==> config.mk <==
export PLATFORM = sky130hd
export DESIGN_NAME = ipv4_header_generator
export DESIGN_NICKNAME = d
export VERILOG_FILES = /design/src/sv/ipv4hg_pkg.sv /design/src/sv/ipv4_header_generator.sv /design/src/sv/ipv4hg_cfg.sv /design/src/sv/ipv4hg_front.sv /design/src/sv/ipv4hg_fifo.sv /design/src/sv/ipv4hg_back.sv
export SDC_FILE = /design/constraint.sdc
export NUM_CORES = 1
export LEC_CHECK = 0
export ABC_AREA = 1
export BUFFER_PORTS_ARGS = -buffer_cell sky130_fd_sc_hd__buf_2
export CORE_ASPECT_RATIO = 0.5
export CORE_UTILIZATION = 30
export CTS_CLUSTER_SIZE = 10
export DETAILED_ROUTE_END_ITERATION = 16
export GPL_ROUTABILITY_DRIVEN = 0
export GPL_TIMING_DRIVEN = 0
export PLACE_DENSITY = 0.57
export SLEW_MARGIN = 25
export SYNTH_ARGS = -nofsm -noshare
export SYNTH_HDL_FRONTEND = slang
export SYNTH_SLANG_ARGS = --single-unit
==> constraint.sdc <==
create_clock -name clk -period 5.1 [get_ports clk]
set_clock_uncertainty 0.1 [all_clocks]
set_input_delay 0.765 -clock clk [delete_from_list [all_inputs] [get_ports clk]]
set_output_delay 0.765 -clock clk [all_outputs]
set_load 0.03 [all_outputs]
==> src/sv/ipv4hg_pkg.sv <==
// Shared types, constants and the header byte mux of the IPv4 header generator.
package ipv4hg_pkg;

	// Header geometry
	localparam int unsigned HDR_BYTES  = 20;
	localparam int unsigned IDX_W      = 5;
	localparam logic [IDX_W-1:0] LAST_IDX = IDX_W'(HDR_BYTES - 1);
	localparam logic [15:0] HDR_LEN    = 16'(HDR_BYTES);
	localparam logic [15:0] LEN_MAX    = 16'hffff;
	localparam logic [15:0] VER_IHL_TOS = 16'h4500;

	// Configuration register indexes
	localparam int unsigned CFG_IDX_W  = 3;
	localparam int unsigned CFG_DATA_W = 32;
	localparam logic [CFG_IDX_W-1:0] REG_SRC_ADDR  = 3'd0;
	localparam logic [CFG_IDX_W-1:0] REG_DST_ADDR  = 3'd1;
	localparam logic [CFG_IDX_W-1:0] REG_IDENT     = 3'd2;
	localparam logic [CFG_IDX_W-1:0] REG_TTL       = 3'd3;
	localparam logic [CFG_IDX_W-1:0] REG_PROTO     = 3'd4;
	localparam logic [CFG_IDX_W-1:0] REG_FLAGS     = 3'd5;
	localparam logic [CFG_IDX_W-1:0] REG_FRAG_OFS  = 3'd6;
	localparam logic [7:0] TTL_RESET = 8'd64;

	// Queue between front and back
	localparam int unsigned QDEPTH = 4;
	localparam int unsigned QPTR_W = 2;
	localparam int unsigned QCNT_W = 3;

	// Register file contents
	typedef struct packed {
		logic [31:0] src_addr;
		logic [31:0] dst_addr;
		logic [15:0] ident;
		logic [7:0]  ttl;
		logic [7:0]  proto;
		logic [2:0]  flags;
		logic [12:0] frag_ofs;
	} cfg_t;

	// Per-item values that differ between headers
	typedef struct packed {
		logic [15:0] total_len;
		logic [15:0] csum;
	} hdr_info_t;

	// Byte of the header at a given wire position
	function automatic logic [7:0] hdr_byte(logic [IDX_W-1:0] idx, cfg_t c, hdr_info_t h);
		logic [7:0] b;
		unique case (idx)
			5'd0:    b = VER_IHL_TOS[15:8];
			5'd1:    b = VER_IHL_TOS[7:0];
			5'd2:    b = h.total_len[15:8];
			5'd3:    b = h.total_len[7:0];
			5'd4:    b = c.ident[15:8];
			5'd5:    b = c.ident[7:0];
			5'd6:    b = {c.flags, c.frag_ofs[12:8]};
			5'd7:    b = c.frag_ofs[7:0];
			5'd8:    b = c.ttl;
			5'd9:    b = c.proto;
			5'd10:   b = h.csum[15:8];
			5'd11:   b = h.csum[7:0];
			5'd12:   b = c.src_addr[31:24];
			5'd13:   b = c.src_addr[23:16];
			5'd14:   b = c.src_addr[15:8];
			5'd15:   b = c.src_addr[7:0];
			5'd16:   b = c.dst_addr[31:24];
			5'd17:   b = c.dst_addr[23:16];
			5'd18:   b = c.dst_addr[15:8];
			5'd19:   b = c.dst_addr[7:0];
			default: b = 8'h00;
		endcase
		return b;
	endfunction

endpackage

==> src/sv/ipv4_header_generator.sv <==
// IPv4 header generator: length beats in, twenty header byte beats out per length.
//
// Slave stream: one beat carries a payload byte count in s_tdata[15:0].
// Master stream: twenty beats per accepted length, header bytes in wire order;
// m_tdata[7:0] is the byte, m_tdata[12:8] its position, m_tlast marks byte 19.
// Config port: cfg_we/cfg_index/cfg_wdata write source and destination
// addresses, ident, TTL, protocol, flags and fragment offset; write only while
// no header is pending.
// A length beat passes front stages 1 and 2, the queue and the back-end
// sequencer before its first byte reaches the output register.
// The byte serializer in the back end emits one beat a cycle while the
// receiver is ready, with no gap between headers when the next is queued.
// The front end takes length beats back to back until its two stages and the
// four-entry queue are full; a stalled receiver holds the current beat in the
// output register and the backlog then stops the slave side.
// Reset clears the pipeline, queue and output valid; registers return to their
// defaults (TTL 64, all else zero).
module ipv4_header_generator (
	input  logic        clk,
	input  logic        arst_n,
	input  logic        s_tvalid,
	output logic        s_tready,
	input  logic [15:0] s_tdata,     // [15:0] payload_length
	output logic        m_tvalid,
	input  logic        m_tready,
	output logic [15:0] m_tdata,     // [7:0] header_byte, [12:8] byte_index, [15:13] zero
	output logic        m_tlast,
	input  logic                                cfg_we,
	input  logic [ipv4hg_pkg::CFG_IDX_W-1:0]    cfg_index,
	input  logic [ipv4hg_pkg::CFG_DATA_W-1:0]   cfg_wdata
);

	ipv4hg_pkg::cfg_t       cfg;
	ipv4hg_pkg::hdr_info_t  push_data, pop_data;
	logic                   push, q_full, pop, q_not_empty;
	logic [7:0]             header_byte;
	logic [ipv4hg_pkg::IDX_W-1:0] byte_index;

	ipv4hg_cfg u_cfg (
		.clk       (clk),
		.arst_n    (arst_n),
		.cfg_we    (cfg_we),
		.cfg_index (cfg_index),
		.cfg_wdata (cfg_wdata),
		.cfg       (cfg)
	);

	ipv4hg_front u_front (
		.clk            (clk),
		.arst_n         (arst_n),
		.cfg            (cfg),
		.in_valid       (s_tvalid),
		.in_ready       (s_tready),
		.payload_length (s_tdata),
		.push           (push),
		.push_data      (push_data),
		.q_full         (q_full)
	);

	ipv4hg_fifo u_fifo (
		.clk       (clk),
		.arst_n    (arst_n),
		.push      (push),
		.push_data (push_data),
		.full      (q_full),
		.pop       (pop),
		.not_empty (q_not_empty),
		.pop_data  (pop_data)
	);

	ipv4hg_back u_back (
		.clk         (clk),
		.arst_n      (arst_n),
		.cfg         (cfg),
		.q_not_empty (q_not_empty),
		.q_data      (pop_data),
		.pop         (pop),
		.out_valid   (m_tvalid),
		.out_ready   (m_tready),
		.header_byte (header_byte),
		.byte_index  (byte_index),
		.last        (m_tlast)
	);

	// Pack the beat payload, zero fill to whole bytes
	assign m_tdata = {3'b000, byte_index, header_byte};

endmodule

==> src/sv/ipv4hg_cfg.sv <==
// Configuration register file of the IPv4 header generator.
module ipv4hg_cfg (
	input  logic                                 clk,
	input  logic                                 arst_n,
	input  logic                                 cfg_we,
	input  logic [ipv4hg_pkg::CFG_IDX_W-1:0]     cfg_index,
	input  logic [ipv4hg_pkg::CFG_DATA_W-1:0]    cfg_wdata,
	output ipv4hg_pkg::cfg_t                     cfg
);

	ipv4hg_pkg::cfg_t cfg_q;

	// Register writes; unknown indexes are dropped
	always_ff @(posedge clk or negedge arst_n) begin
		if (!arst_n) begin
			cfg_q <= '{src_addr: '0, dst_addr: '0, ident: '0,
			           ttl: ipv4hg_pkg::TTL_RESET, proto: '0, flags: '0, frag_ofs: '0};
		end else if (cfg_we) begin
			unique case (cfg_index)
				ipv4hg_pkg::REG_SRC_ADDR: cfg_q.src_addr <= cfg_wdata;
				ipv4hg_pkg::REG_DST_ADDR: cfg_q.dst_addr <= cfg_wdata;
				ipv4hg_pkg::REG_IDENT:    cfg_q.ident    <= cfg_wdata[15:0];
				ipv4hg_pkg::REG_TTL:      cfg_q.ttl      <= cfg_wdata[7:0];
				ipv4hg_pkg::REG_PROTO:    cfg_q.proto    <= cfg_wdata[7:0];
				ipv4hg_pkg::REG_FLAGS:    cfg_q.flags    <= cfg_wdata[2:0];
				ipv4hg_pkg::REG_FRAG_OFS: cfg_q.frag_ofs <= cfg_wdata[12:0];
				default: ;
			endcase
		end
	end

	assign cfg = cfg_q;

endmodule

==> src/sv/ipv4hg_front.sv <==
// Front end: accepts length beats, clamps the total length, computes the checksum.
module ipv4hg_front (
	input  logic                  clk,
	input  logic                  arst_n,
	input  ipv4hg_pkg::cfg_t      cfg,
	input  logic                  in_valid,
	output logic                  in_ready,
	input  logic [15:0]           payload_length,
	output logic                  push,
	output ipv4hg_pkg::hdr_info_t push_data,
	input  logic                  q_full
);

	logic        v_s1, v_s2;
	logic [15:0] total_s1;
	logic [18:0] part_s1;
	ipv4hg_pkg::hdr_info_t info_s2;

	logic        move_s2, move_s1;
	logic [16:0] len_sum;
	logic [15:0] total_d;
	logic [18:0] part_d;
	logic [19:0] sum;
	logic [16:0] fold1;
	logic [16:0] fold2;

	// Pipeline flow
	assign push     = v_s2 && !q_full;
	assign move_s2  = !v_s2 || push;
	assign move_s1  = v_s1 && move_s2;
	assign in_ready = !v_s1 || move_s2;

	// Stage 1: saturating total length and sum of the register words
	always_comb begin
		len_sum = {1'b0, payload_length} + {1'b0, ipv4hg_pkg::HDR_LEN};
		total_d = len_sum[16] ? ipv4hg_pkg::LEN_MAX : len_sum[15:0];
		part_d  = 19'(ipv4hg_pkg::VER_IHL_TOS) + 19'(cfg.ident)
		        + 19'({cfg.flags, cfg.frag_ofs}) + 19'({cfg.ttl, cfg.proto})
		        + 19'(cfg.src_addr[31:16]) + 19'(cfg.src_addr[15:0])
		        + 19'(cfg.dst_addr[31:16]) + 19'(cfg.dst_addr[15:0]);
	end

	// Stage 2: add length, fold carries twice, invert
	always_comb begin
		sum   = 20'(part_s1) + 20'(total_s1);
		fold1 = 17'(sum[19:16]) + 17'(sum[15:0]);
		fold2 = 17'(fold1[15:0]) + 17'(fold1[16]);
	end

	always_ff @(posedge clk or negedge arst_n) begin
		if (!arst_n) begin
			v_s1 <= 1'b0;
			v_s2 <= 1'b0;
		end else begin
			if (in_ready) v_s1 <= in_valid;
			if (move_s2)  v_s2 <= v_s1;
		end
	end

	always_ff @(posedge clk) begin
		if (in_valid && in_ready) begin
			total_s1 <= total_d;
			part_s1  <= part_d;
		end
		if (move_s1) begin
			info_s2.total_len <= total_s1;
			info_s2.csum      <= ~fold2[15:0];
		end
	end

	assign push_data = info_s2;

endmodule

==> src/sv/ipv4hg_fifo.sv <==
// Short queue of per-header values between front and back ends.
module ipv4hg_fifo (
	input  logic                  clk,
	input  logic                  arst_n,
	input  logic                  push,
	input  ipv4hg_pkg::hdr_info_t push_data,
	output logic                  full,
	input  logic                  pop,
	output logic                  not_empty,
	output ipv4hg_pkg::hdr_info_t pop_data
);

	ipv4hg_pkg::hdr_info_t           mem_q [ipv4hg_pkg::QDEPTH];
	logic [ipv4hg_pkg::QPTR_W-1:0]   wr_ptr_q, rd_ptr_q;
	logic [ipv4hg_pkg::QCNT_W-1:0]   count_q;
	logic                            do_push, do_pop;

	assign full      = count_q == ipv4hg_pkg::QCNT_W'(ipv4hg_pkg::QDEPTH);
	assign not_empty = count_q != '0;
	assign do_push   = push && !full;
	assign do_pop    = pop && not_empty;
	assign pop_data  = mem_q[rd_ptr_q];

	// Pointers and fill count
	always_ff @(posedge clk or negedge arst_n) begin
		if (!arst_n) begin
			wr_ptr_q <= '0;
			rd_ptr_q <= '0;
			count_q  <= '0;
		end else begin
			if (do_push) wr_ptr_q <= wr_ptr_q + 1'b1;
			if (do_pop)  rd_ptr_q <= rd_ptr_q + 1'b1;
			if (do_push && !do_pop)      count_q <= count_q + 1'b1;
			else if (do_pop && !do_push) count_q <= count_q - 1'b1;
		end
	end

	// Entry storage
	always_ff @(posedge clk) begin
		if (do_push) mem_q[wr_ptr_q] <= push_data;
	end

endmodule

==> src/sv/ipv4hg_back.sv <==
// Back end: serializes one header as twenty byte beats into an output register.
module ipv4hg_back (
	input  logic                             clk,
	input  logic                             arst_n,
	input  ipv4hg_pkg::cfg_t                 cfg,
	input  logic                             q_not_empty,
	input  ipv4hg_pkg::hdr_info_t            q_data,
	output logic                             pop,
	output logic                             out_valid,
	input  logic                             out_ready,
	output logic [7:0]                       header_byte,
	output logic [ipv4hg_pkg::IDX_W-1:0]     byte_index,
	output logic                             last
);

	logic                            active_q;
	logic [ipv4hg_pkg::IDX_W-1:0]    idx_q;
	ipv4hg_pkg::hdr_info_t           info_q;
	logic                            out_valid_q;
	logic [7:0]                      byte_q;
	logic [ipv4hg_pkg::IDX_W-1:0]    oidx_q;
	logic                            olast_q;

	logic out_load, advance, at_last;

	assign out_load = !out_valid_q || out_ready;
	assign advance  = active_q && out_load;
	assign at_last  = idx_q == ipv4hg_pkg::LAST_IDX;
	assign pop      = q_not_empty && (!active_q || (advance && at_last));

	// Sequencer over the byte positions
	always_ff @(posedge clk or negedge arst_n) begin
		if (!arst_n) begin
			active_q    <= 1'b0;
			idx_q       <= '0;
			out_valid_q <= 1'b0;
		end else begin
			if (pop) begin
				active_q <= 1'b1;
				idx_q    <= '0;
			end else if (advance && at_last) begin
				active_q <= 1'b0;
			end else if (advance) begin
				idx_q <= idx_q + 1'b1;
			end
			if (out_load) out_valid_q <= active_q;
		end
	end

	// Header values and output beat
	always_ff @(posedge clk) begin
		if (pop) info_q <= q_data;
		if (advance) begin
			byte_q  <= ipv4hg_pkg::hdr_byte(idx_q, cfg, info_q);
			oidx_q  <= idx_q;
			olast_q <= at_last;
		end
	end

	assign out_valid   = out_valid_q;
	assign header_byte = byte_q;
	assign byte_index  = oidx_q;
	assign last        = olast_q;

endmodule
---- After elaboration in Yosys (flattened, before gate mapping) ----
Memories as Yosys holds them, arrays and structs flattened. A register that Yosys moved wholly into a read port is not among the register bits.
Index checks and enable logic that the tools add are counted.
word-level totals
  bits in registers ....................... 209
  bits in writable memories ............... 128
  output and inout bits ................... 19
  memories kept ........................... 1
operators by class
  $add $sub $neg .......................... 16
  equality and inequality tests ........... 26
  mux-type cells .......................... 10
  bitwise logic cells ..................... 1
  reductions and logical operators ........ 35
memory list
  name          depth  width  rd ports  clocked after Yosys merged registers in  wr ports  line               source
  u_fifo.mem_q  4      32     1         1                                        1         ipv4hg_fifo.sv:13  ipv4hg_pkg::hdr_info_t mem_q [ipv4hg_pkg::QDEPTH];
operators with widths
  cell                                            count
  case mux 8 bit (19 select lines)                1
  adder 19 x 16 -> 19 bit                         6
  == test 5 x 4 -> 1 bit (second input constant)  8
  adder 19 x 16 -> 20 bit                         1
  == test 5 x 3 -> 1 bit (second input constant)  4
  == test 5 bit (second input constant)           4
  adder 15 x 16 -> 17 bit (first input constant)  1
  adder 16 x 5 -> 17 bit (second input constant)  1
  adder 4 x 16 -> 17 bit                          1
  adder 16 x 1 -> 16 bit                          1
  inverter 16 bit                                 1
  AND reduction 2 bit                             8
  2-to-1 mux 5 bit                                3
  == test 3 bit (second input constant)           4
  == test 5 x 2 -> 1 bit (second input constant)  2
  logical AND 1 bit                               10
  zero test 1 bit                                 7
  == test 3 x 2 -> 1 bit (second input constant)  2
  2-to-1 mux 3 bit                                2
  nonzero test 2 bit                              3
  adder 5 x 1 -> 5 bit (second input constant)    1
  zero test 5 bit                                 1
  adder 2 x 1 -> 2 bit (second input constant)    2
  logical OR 1 bit                                4
  other kinds (7)                                 10

---- Depth between registers and ports, before layout ----
  depth after elaboration ................. 10
  depth in mapped cells ................... 42
  depth with buffers taken out ............ 41

---- Modules after synthesis ----
A second synthesis with hierarchy kept.
second synthesis, totals
  cells, all modules ...................... 2141
  area total of the unflattened synthesis .. 20269.4 um^2
by module, submodules not included
  module                 times used  cells each  area each (um^2)
  ipv4hg_front           1           816         7191.9
  ipv4hg_fifo            1           434         5542.8
  ipv4hg_cfg             1           500         4438.0
  ipv4hg_back            1           387         3070.4
  ipv4_header_generator  1           4           26.3

---- Worst setup path after synthesis ----
No wires, ideal clock.
  path kind ............................... register -> register
  start ................................... reg u_front.total_s1[0]
  end ..................................... reg u_front.info_s2, in the netlist u_front.push_data[14], data pin
  setup time .............................. 252 ps
  data arrival time ....................... 4549 ps
  path slack .............................. 199 ps
  stages on the path, launching flop included .. 41
  buffers on the path ..................... 0
  period minus slack after synthesis ...... 4901 ps
  cell sequence ........................... edfxtp_1 -> ha_1 -> inv_1 -> fa_1 -> inv_1 -> nand2_1 -> nand3_2 -> nand3_1 -> nand2_1 -> nand3_1 -> nand2_1 -> xor2_1 -> ha_1 -> inv_1 -> fa_1 -> inv_1 -> nand2_1 -> nand3_1 -> [5 not listed] -> nor2_1 -> nand3_1 -> nor2_1 -> ha_1 -> ha_1 -> inv_1 -> nor2_1 -> nand3_1 -> nor2_1 -> nand3_1 -> nor2_1 -> nand2_1 -> nor2_1 -> nand3_1 -> nor2_2 -> nand2_1 -> nand2_1 -> nand2_1
between the ends
  word-level cells in the longest chain between the ends .. 4
RTL lines
  item                     line                source
  from (decl)              ipv4hg_front.sv:15  logic [15:0] total_s1;
  from (signal assigned)   ipv4hg_front.sv:62  total_s1 <= total_d;
  adder 19 x 16 -> 20 bit  ipv4hg_front.sv:45  sum = 20'(part_s1) + 20'(total_s1);
  adder 4 x 16 -> 17 bit   ipv4hg_front.sv:46  fold1 = 17'(sum[19:16]) + 17'(sum[15:0]);
  adder 16 x 1 -> 16 bit   ipv4hg_front.sv:47  fold2 = 17'(fold1[15:0]) + 17'(fold1[16]);
  inverter 16 bit          ipv4hg_front.sv:67  info_s2.csum <= ~fold2[15:0];
  to (decl)                ipv4hg_front.sv:17  ipv4hg_pkg::hdr_info_t info_s2;
Every way passes these cells.
A chain may end at the register's enable or synchronous reset.

---- Final worst setup path ----
  start ................................... reg u_front.total_s1[0]
  end ..................................... reg u_front.info_s2, in the netlist u_front.push_data[12], data pin
The elaborated chain is that of the path after synthesis.

==> results.toml <==
[sta]
hold_violations = 0
tightest_slew_ps = 1010
final_max_slew_viol_count = 0
post-route-period-util_pct = 102
fin_crit_ps = 5210
slew_headroom_pct = 32.5
setup_viol = 5
fmax_mhz = 192
rsz0062_at_grt = "yes"
setup_ws_ps = -112

[worst_setup_path]
crit_top_cell = "nand3_2"
worstRegToRegCells = 38
worst-path-buf-inv = 6
worstPathArrival_ps = 5390
startpoint_type = "flop"
startpoint = "u_front.total_s1[0]$_SDFFCE_PP1P_"
reg2reg_slack_ps = -110
critPathMaxStageDelay_ps = 490
cp_max_fo = 4
required_ps = 5280
crit_family = "simple AND/OR/NAND/NOR gates"
slowest_stage = "edfxtp_1"
cp-end-kind = "flop"
critical_path_class = "reg2reg"
reg2reg_from = "u_front.total_s1[0]$_SDFFCE_PP1P_"
timing.rr.end = "u_front.push_data[12]$_DFFE_PP_"

[detailed_routing]
num_vias = 13900
drc = 0
firstDrtPassIters = 6
wl_per_cell_um = 18.1
wl_um = 52700
viasPerCell = 4.78
ant_nets = 0
drt-initial-drc-count = 1109

[clock_network]
clock-sinks = 369
tritoncts = "yes"
worstSkewPairLatency_ps = 560
htreeDepth = 2
cts-root-buf = "clkbuf_16"
clk_pin_slew_ps = 60
cts_buffers = 43
clock_path_buffers = 3

[yosys]
syn_area_um2 = 19100
yosys-top-cells-area = "edfxtp_1 (38%), dfrtp_1 (17%), fa_1 (8.5%)"
seq_area_frac_synth_pct = 54.6
syn-mean-instance-area_um2 = 10.1
yosys_warnings = 0
async_flop_share_pct = 34.7
syn_inst = 1890
synth_edf_count = 241
synth_cell_types = 42
synth_area_leader_cell = "edfxtp_1"
synth_seq_cells = 369
synth_top_cell_area_share_pct = 37.8
synth_ff_type = "edfxtp_1"

[global_route]
grt_pass1_vias = 13800
grt_pass1_wl_um = 80700
grt_max_degree = 69
antenna_found_initial = 1
grt_overflow = 0
grt_usage_pct = 16.1

[final_layout]
num_antenna_cells = 0
final_common_cell = "nand2_1"
nets = 2248
layout-drive-gt1-share_pct = 13.5
layout_common_cells = "nand2_1 (377), inv_1 (275), edfxtp_1 (241), o21ai_0 (194), nor2_1 (138)"
syn_to_final_growth_pct = 18.2
n_fill_cell = 6217
fin_util_pct = 35.9

[floorplanning]
core_area_um2 = 63000
pin_count = 75
rows = 65
start_util_pct = 30.3
fp.dieH_um = 181
die_area_um2 = 64800
die_x_um = 359

[outcome]
status = "complete, but fails checks"
violations = "negative setup slack"

[hold_path]
hold_path.class = "in2async"

[place]
place_hpwl_um = 39700
io_buffers = 71

[run]
drv_cap = 0
## flip-flops by register name (all words and copies together) (netlist names)
register            cells
u_front.total_s1       16
u_back.header_byte      8
u_front.v_s2            1
u_back.last             1
u_front.v_s1            1
u_fifo.mem_q          128
u_front.push_data      32
u_back.active_q         1
u_cfg.cfg             112
u_back.out_valid        1
u_back.byte_index       5
u_front.part_s1        19
u_back.info_q          32
u_fifo.wr_ptr_q         2
u_fifo.rd_ptr_q         2
u_fifo.count_q          3
u_back.idx_q            5
## area by class of cell
| class | count | area [um2] | share of cell area (%) |
|---|---|---|---|
| Clock inverter | 4 | 60.1 | 0.266 |
| Inverter | 288 | 1080 | 4.78 |
| Buffer | 44 | 184 | 0.813 |
| Clock buffer | 66 | 1170 | 5.19 |
| Sequential cell | 369 | 10400 | 46.2 |
| Multi-Input combinational cell | 1191 | 7790 | 34.4 |
| Tap cell | 837 | 1050 | 4.63 |
| Timing Repair Buffer | 117 | 831 | 3.67 |
## what timing repair did
item,4_1_cts,5_1_grt
pin swaps,26,32
setup buffers,32,13
endpoints found under the setup margin,12,19
hold buffers,0,0
gates resized for setup,34,55
gates cloned,0,0
## kinds of logic (layout without fill, tap and decap cells)
logic type / after synthesis / in the layout / synth area share (%)
xor gates and xnor gates: 44 / 44 / 2.02
and+or+nand+nor: 681 / 681 / 15.0
buffers and inverters: 332 / 519 / 6.58
adders and majority gates: 138 / 138 / 12.2
other: 1 / 3 / 0.0196
AOI/OAI and AO/OA: 325 / 325 / 9.60
DFF: 369 / 369 / 54.6
## through the flow
step,TNS [ps],setup WS [ps],cell area [um2],hold slack (ps),instances
2_1_floorplan,0,199,19100,331,1892
3_3_place_gp,-5070,-834,20500,355,2800
3_5_place_dp,-5570,-892,20800,371,2807
4_1_cts,-1070,-215,22300,59.7,2909
5_1_grt,-3070,-481,22600,85.2,2916
6_report,-335,-112,22600,37.2,2916
## synth_stat cells (all sizes together) (7+ instances only)
cell and instances:
nand2 404, inv 286, edfxtp 241, o21ai 201
nor2 159, dfrtp 127, fa 81, nand3 75
ha 57, clkbuf 40, a21oi 39, o22ai 37
xor2 30, nand4 24, a221oi 14, xnor2 14
nor3 10, o2111ai 8, a22o 7
## per-layer routing
metal | global-route usage (%) | part of all wire [%] | wire, um
met5 | 0 | 0 | 0
met4 | 5.96 | 3.5 | 1870
met3 | 2.02 | 5.0 | 2640
met2 | 26.7 | 47 | 24900
met1 | 21.8 | 44 | 23300
## worst max path at each step
stage,end,slack (ps),cells past startpoint
after floorplan,u_front.push_data[14]$_DFFE_PP_,200,40
after global placement,u_front.push_data[12]$_DFFE_PP_,-830,38
after detailed placement,u_front.push_data[14]$_DFFE_PP_,-890,40
after CTS,u_front.push_data[14]$_DFFE_PP_,-220,40
after global routing,u_front.push_data[15]$_DFFE_PP_,-480,39
final,u_front.push_data[12]$_DFFE_PP_,-110,38
Power is not shown: default switching activity piles up to over one toggle a cycle in this logic, so the estimate is an artifact.
